**src/rtl/core/lef_pkg.sv**
```systemverilog
// Package for the 3x3 Laplacian edge filter: constants, payload structs,
// the window type and configuration register indexes. No dependencies.
package lef_pkg;

    localparam int PIX_W      = 8;
    localparam int COL_W      = 10;
    localparam int ROW_W      = 12;
    localparam int FW_W       = 11;
    localparam int FH_W       = 12;
    localparam int CFG_DATA_W = 12;
    localparam int MAX_WIDTH  = 1024;
    localparam int LINE_ADDR_W = COL_W;
    localparam int MIN_DIM    = 3;
    localparam int WIN_TAPS   = 9;
    localparam int TAP_CENTRE = 4;
    localparam int FW_RESET   = 640;
    localparam int FH_RESET   = 480;

    // Configuration register indexes
    localparam logic CFG_FRAME_WIDTH  = 1'b0;
    localparam logic CFG_FRAME_HEIGHT = 1'b1;

    typedef struct packed {
        logic [PIX_W-1:0] pixel_in;
        logic             frame_start;
    } t_pix_in;

    typedef struct packed {
        logic [PIX_W-1:0] pixel_out;
        logic [ROW_W-1:0] out_row;
        logic [COL_W-1:0] out_col;
        logic             filtered;
    } t_pix_out;

    // Taps 0..8 in row-major order: 0..2 oldest row, 6..8 newest row.
    typedef logic [WIN_TAPS-1:0][PIX_W-1:0] t_win;

endpackage

```
**src/rtl/core/lef_kernel.sv**
```systemverilog
// Laplacian kernel: 8 * centre minus the eight neighbours, clamped to 0..255.
// Depends on lef_pkg.
module lef_kernel (
    input  lef_pkg::t_win              i_win,
    output logic [lef_pkg::PIX_W-1:0]  o_lap
);
    import lef_pkg::*;

    logic [PIX_W+2:0]        nb_sum;
    logic signed [PIX_W+4:0] acc;

    always_comb begin
        nb_sum = '0;
        for (int k = 0; k < WIN_TAPS; k++) begin
            if (k != TAP_CENTRE) begin
                nb_sum = nb_sum + (PIX_W+3)'(i_win[k]);
            end
        end
        acc = $signed({2'b00, i_win[TAP_CENTRE], 3'b000}) - $signed({2'b00, nb_sum});
        if (acc < 0) begin
            o_lap = '0;
        end else if (acc > $signed((PIX_W+5)'(255))) begin
            o_lap = '1;
        end else begin
            o_lap = acc[PIX_W-1:0];
        end
    end

endmodule

```
**config.mk**
```make
export PLATFORM = sky130hd
export DESIGN_NAME = lef_kernel
export DESIGN_NICKNAME = d
export VERILOG_FILES = /design/src/rtl/core/lef_pkg.sv /design/src/rtl/core/lef_kernel.sv
export SDC_FILE = /design/constraint.sdc
export NUM_CORES = 1
export LEC_CHECK = 0
export BUFFER_PORTS_ARGS = -buffer_cell sky130_fd_sc_hd__clkbuf_2
export CORE_AREA = 2 2 110 91
export DETAILED_ROUTE_END_ITERATION = 6
export DIE_AREA = 0 0 112 93
export PLACE_DENSITY = 0.42
export RECOVER_POWER = 25
export SETUP_SLACK_MARGIN = 0.3
export SYNTH_ARGS = -nofsm -noshare
export SYNTH_HDL_FRONTEND = slang
export SYNTH_SLANG_ARGS = --single-unit
```
**constraint.sdc**
```tcl
create_clock -name vclk -period 5.4
set_input_delay 0.54 -clock vclk [all_inputs]
set_output_delay 0.54 -clock vclk [all_outputs]
set_load 0.01 [all_outputs]
```
==> metrics.md <==
| Metric | Value |
|---|---|
| Layout Nets | 491 |
| Hold Buf Count CTS | 0 |
| First-pass GRT wire length | 8.33 mm |
| Worst setup SP type | primary input |
| F_max | 199 MHz |
| WS Path Type | in -> out |
| Max-cap violations | 0 |
| Syn Std Cell Area | 2270 um2 |
| Starting Density | 24.2% |
| Final cycle utilization of the critical path | 93.1% |
| Final wirelength | 4.44 mm |
| FF+latch area | 0 um2 |
| Worst-Margin Slew | 0.537 ns |
| I/O pins | 80 |
| Min-delay worst type | in -> out |
| Avg Cell Area, Syn | 8.87 um2 |
| Number of global-route vias before repair | 1989 |
| Post-DP HPWL | 4.12 mm |
| Endpoints failing setup | 0 |
| IO buf count | 80 |
| Die height | 93 um |
| Via count | 1831 |
| Sequential area share after synthesis | 0% |
| Final core occ | 32.9% |
| Hold_sp | i_win[32] |
| Outcome | completed |
| Detail-routed via count per cell | 3.95 |
| Core Box Area | 9370 um2 |
| Die Width | 112 um |
| Final slew viol count | 0 |
| Hold Path Sink | o_lap[0] |
| Site row count | 32 |
| Worst-path fanout max | 8 |
| Crit path DAT | 4.49 ns |
| Critical Path Sink Type | output pin |
| Layout cells sized above 1 | 35.9% |
| Number of DRC markers in iteration 0 | 28 |
| WP data required | 4.86 ns |
| FFs & Latches | 0 |
| Synth Net Count | 400 |
| Antenna cell count | 0 |
| Drt pass-1 iters | 3 |
| Total gr overflow | 0 |
| Multi-input combinational cell area | 2020 um2 |
| Largest net degree at the start of global routing | 10 |
| Relative slew slack | 64.1% |
| DRC Markers | 0 |
| Worst hold stages | 4 |
| Setup TNS | 0 ns |
| Fillers | 1035 |
| Gpl congestion | 0.778 |
| Initial antenna violation count | 0 |
| Yosys warnings | 0 |
| Tmin final | 5.03 ns |
| Post-DR wirelength/cell | 9.57 um |
| Clock buffers | 0 |
| Die area | 10400 um2 |
| Post-Syn Instances | 256 |
| Fin. Hold Viols | 0 |
| Antenna Nets Post-Route | 0 |
| Netlist cell types | 33 |
| Unrepaired setup endpoints after global routing | true |
| Layout area overhead | 35.8% |
| Total GRT Usage | 9.23% |
| Worst setup path start | i_win[33] |
==> worst max-delay path, stage by stage <==
cell and delay (ns):
buf_6 0.09, fa_1 0.51, fa_1 0.52, fa_1 0.56, inv_2 0.04, fa_1 0.52
inv_2 0.05, ha_4 0.28, o211ai_1 0.08, a22o_1 0.27, o31ai_4 0.33, a31oi_2 0.28
a41oi_2 0.25, buf_2 0.16
==> cell type report <==
type / instances / area share (%)
well taps: 119 / 4.83
inverters: 114 / 13.9
multi-input cells: 142 / 65.5
repair buffers: 89 / 15.8
==> cells by family after synthesis <==
group,synth area share (%)
buffers and inverters,18.9
AOI/OAI and AO/OA,13.4
adders and majority gates,57.2
muxes,0.441
xor gates and xnor gates,3.42
and+or+nand+nor,6.67
==> cell usage after synthesis, drive strengths merged <==
library cell / instances / area share (%)
inv: 114 / 19
fa: 53 / 47
ha: 19 / 10
a21oi: 10 / 2.5
a41oi: 8 / 3.1
nor2: 8 / 1.3
xnor2: 6 / 2.6
nand2b: 5 / 1.4
nand2: 4 / 0.66
o21ai: 4 / 0.88
o211ai: 3 / 1.2
a21o: 2 / 0.66
nor4: 2 / 0.55
xor2: 2 / 0.77
a211o: 1 / 0.39
a211oi: 1 / 0.33
a22o: 1 / 0.39
a311oi: 1 / 1.2
a31oi: 1 / 0.55
and4b: 1 / 0.61
mux2i: 1 / 0.44
nand3: 1 / 0.22
nor2b: 1 / 0.28
nor4b: 1 / 1.0
o21bai: 1 / 0.50
o22ai: 1 / 0.28
o311a: 1 / 0.50
o31ai: 1 / 0.94
or2: 1 / 0.28
or2b: 1 / 0.33
==> what timing repair did <==
action / 4_1_cts / 5_1_grt
setup buffers: 3 / 5
gates resized for setup: 9 / 36
pin swaps: 6 / 31
setup endpoints to repair: 8 / 8
==> metrics by stage <==
stage / hold WS, ns / area [um2] / cells / setup slack [ns]
finish: 1.72 / 3080 / 464 / 0.372
global route: 1.78 / 3080 / 464 / 0.209
CTS: 1.73 / 2910 / 459 / 0.303
detailed placement: 1.73 / 2830 / 456 / 0.159
global placement: 1.72 / 2830 / 456 / 0.194
floorplan: 1.34 / 2270 / 256 / 0.565
==> layout by cell type (no fill, tap or decap), drive strengths merged, types with 5 or more instances in the layout <==
master,instances
fa,53
nor2,8
a21oi,10
a41oi,8
nand2b,5
buf,18
xnor2,6
ha,19
clkbuf,71
inv,114
==> per-layer routing <==
metal	vias up	global-route usage (%)	wire, um
met5	-	0	0
met4	0	0	14
met3	2	0.518	219
met2	45	17.7	2220
met1	857	12.3	1990
li1	927	-	-
==> worst max path at each step <==
stage,to,slack (ns),depth (start not counted)
floorplan,o_lap[0],0.56,15
global placement,o_lap[2],0.19,17
detailed placement,o_lap[4],0.16,15
CTS,o_lap[5],0.30,16
global route,o_lap[4],0.21,14
finish,o_lap[4],0.37,14
Power is left out: the tool's default activity adds up to more than one toggle a clock period on the data nets, which glitch-free logic cannot reach.
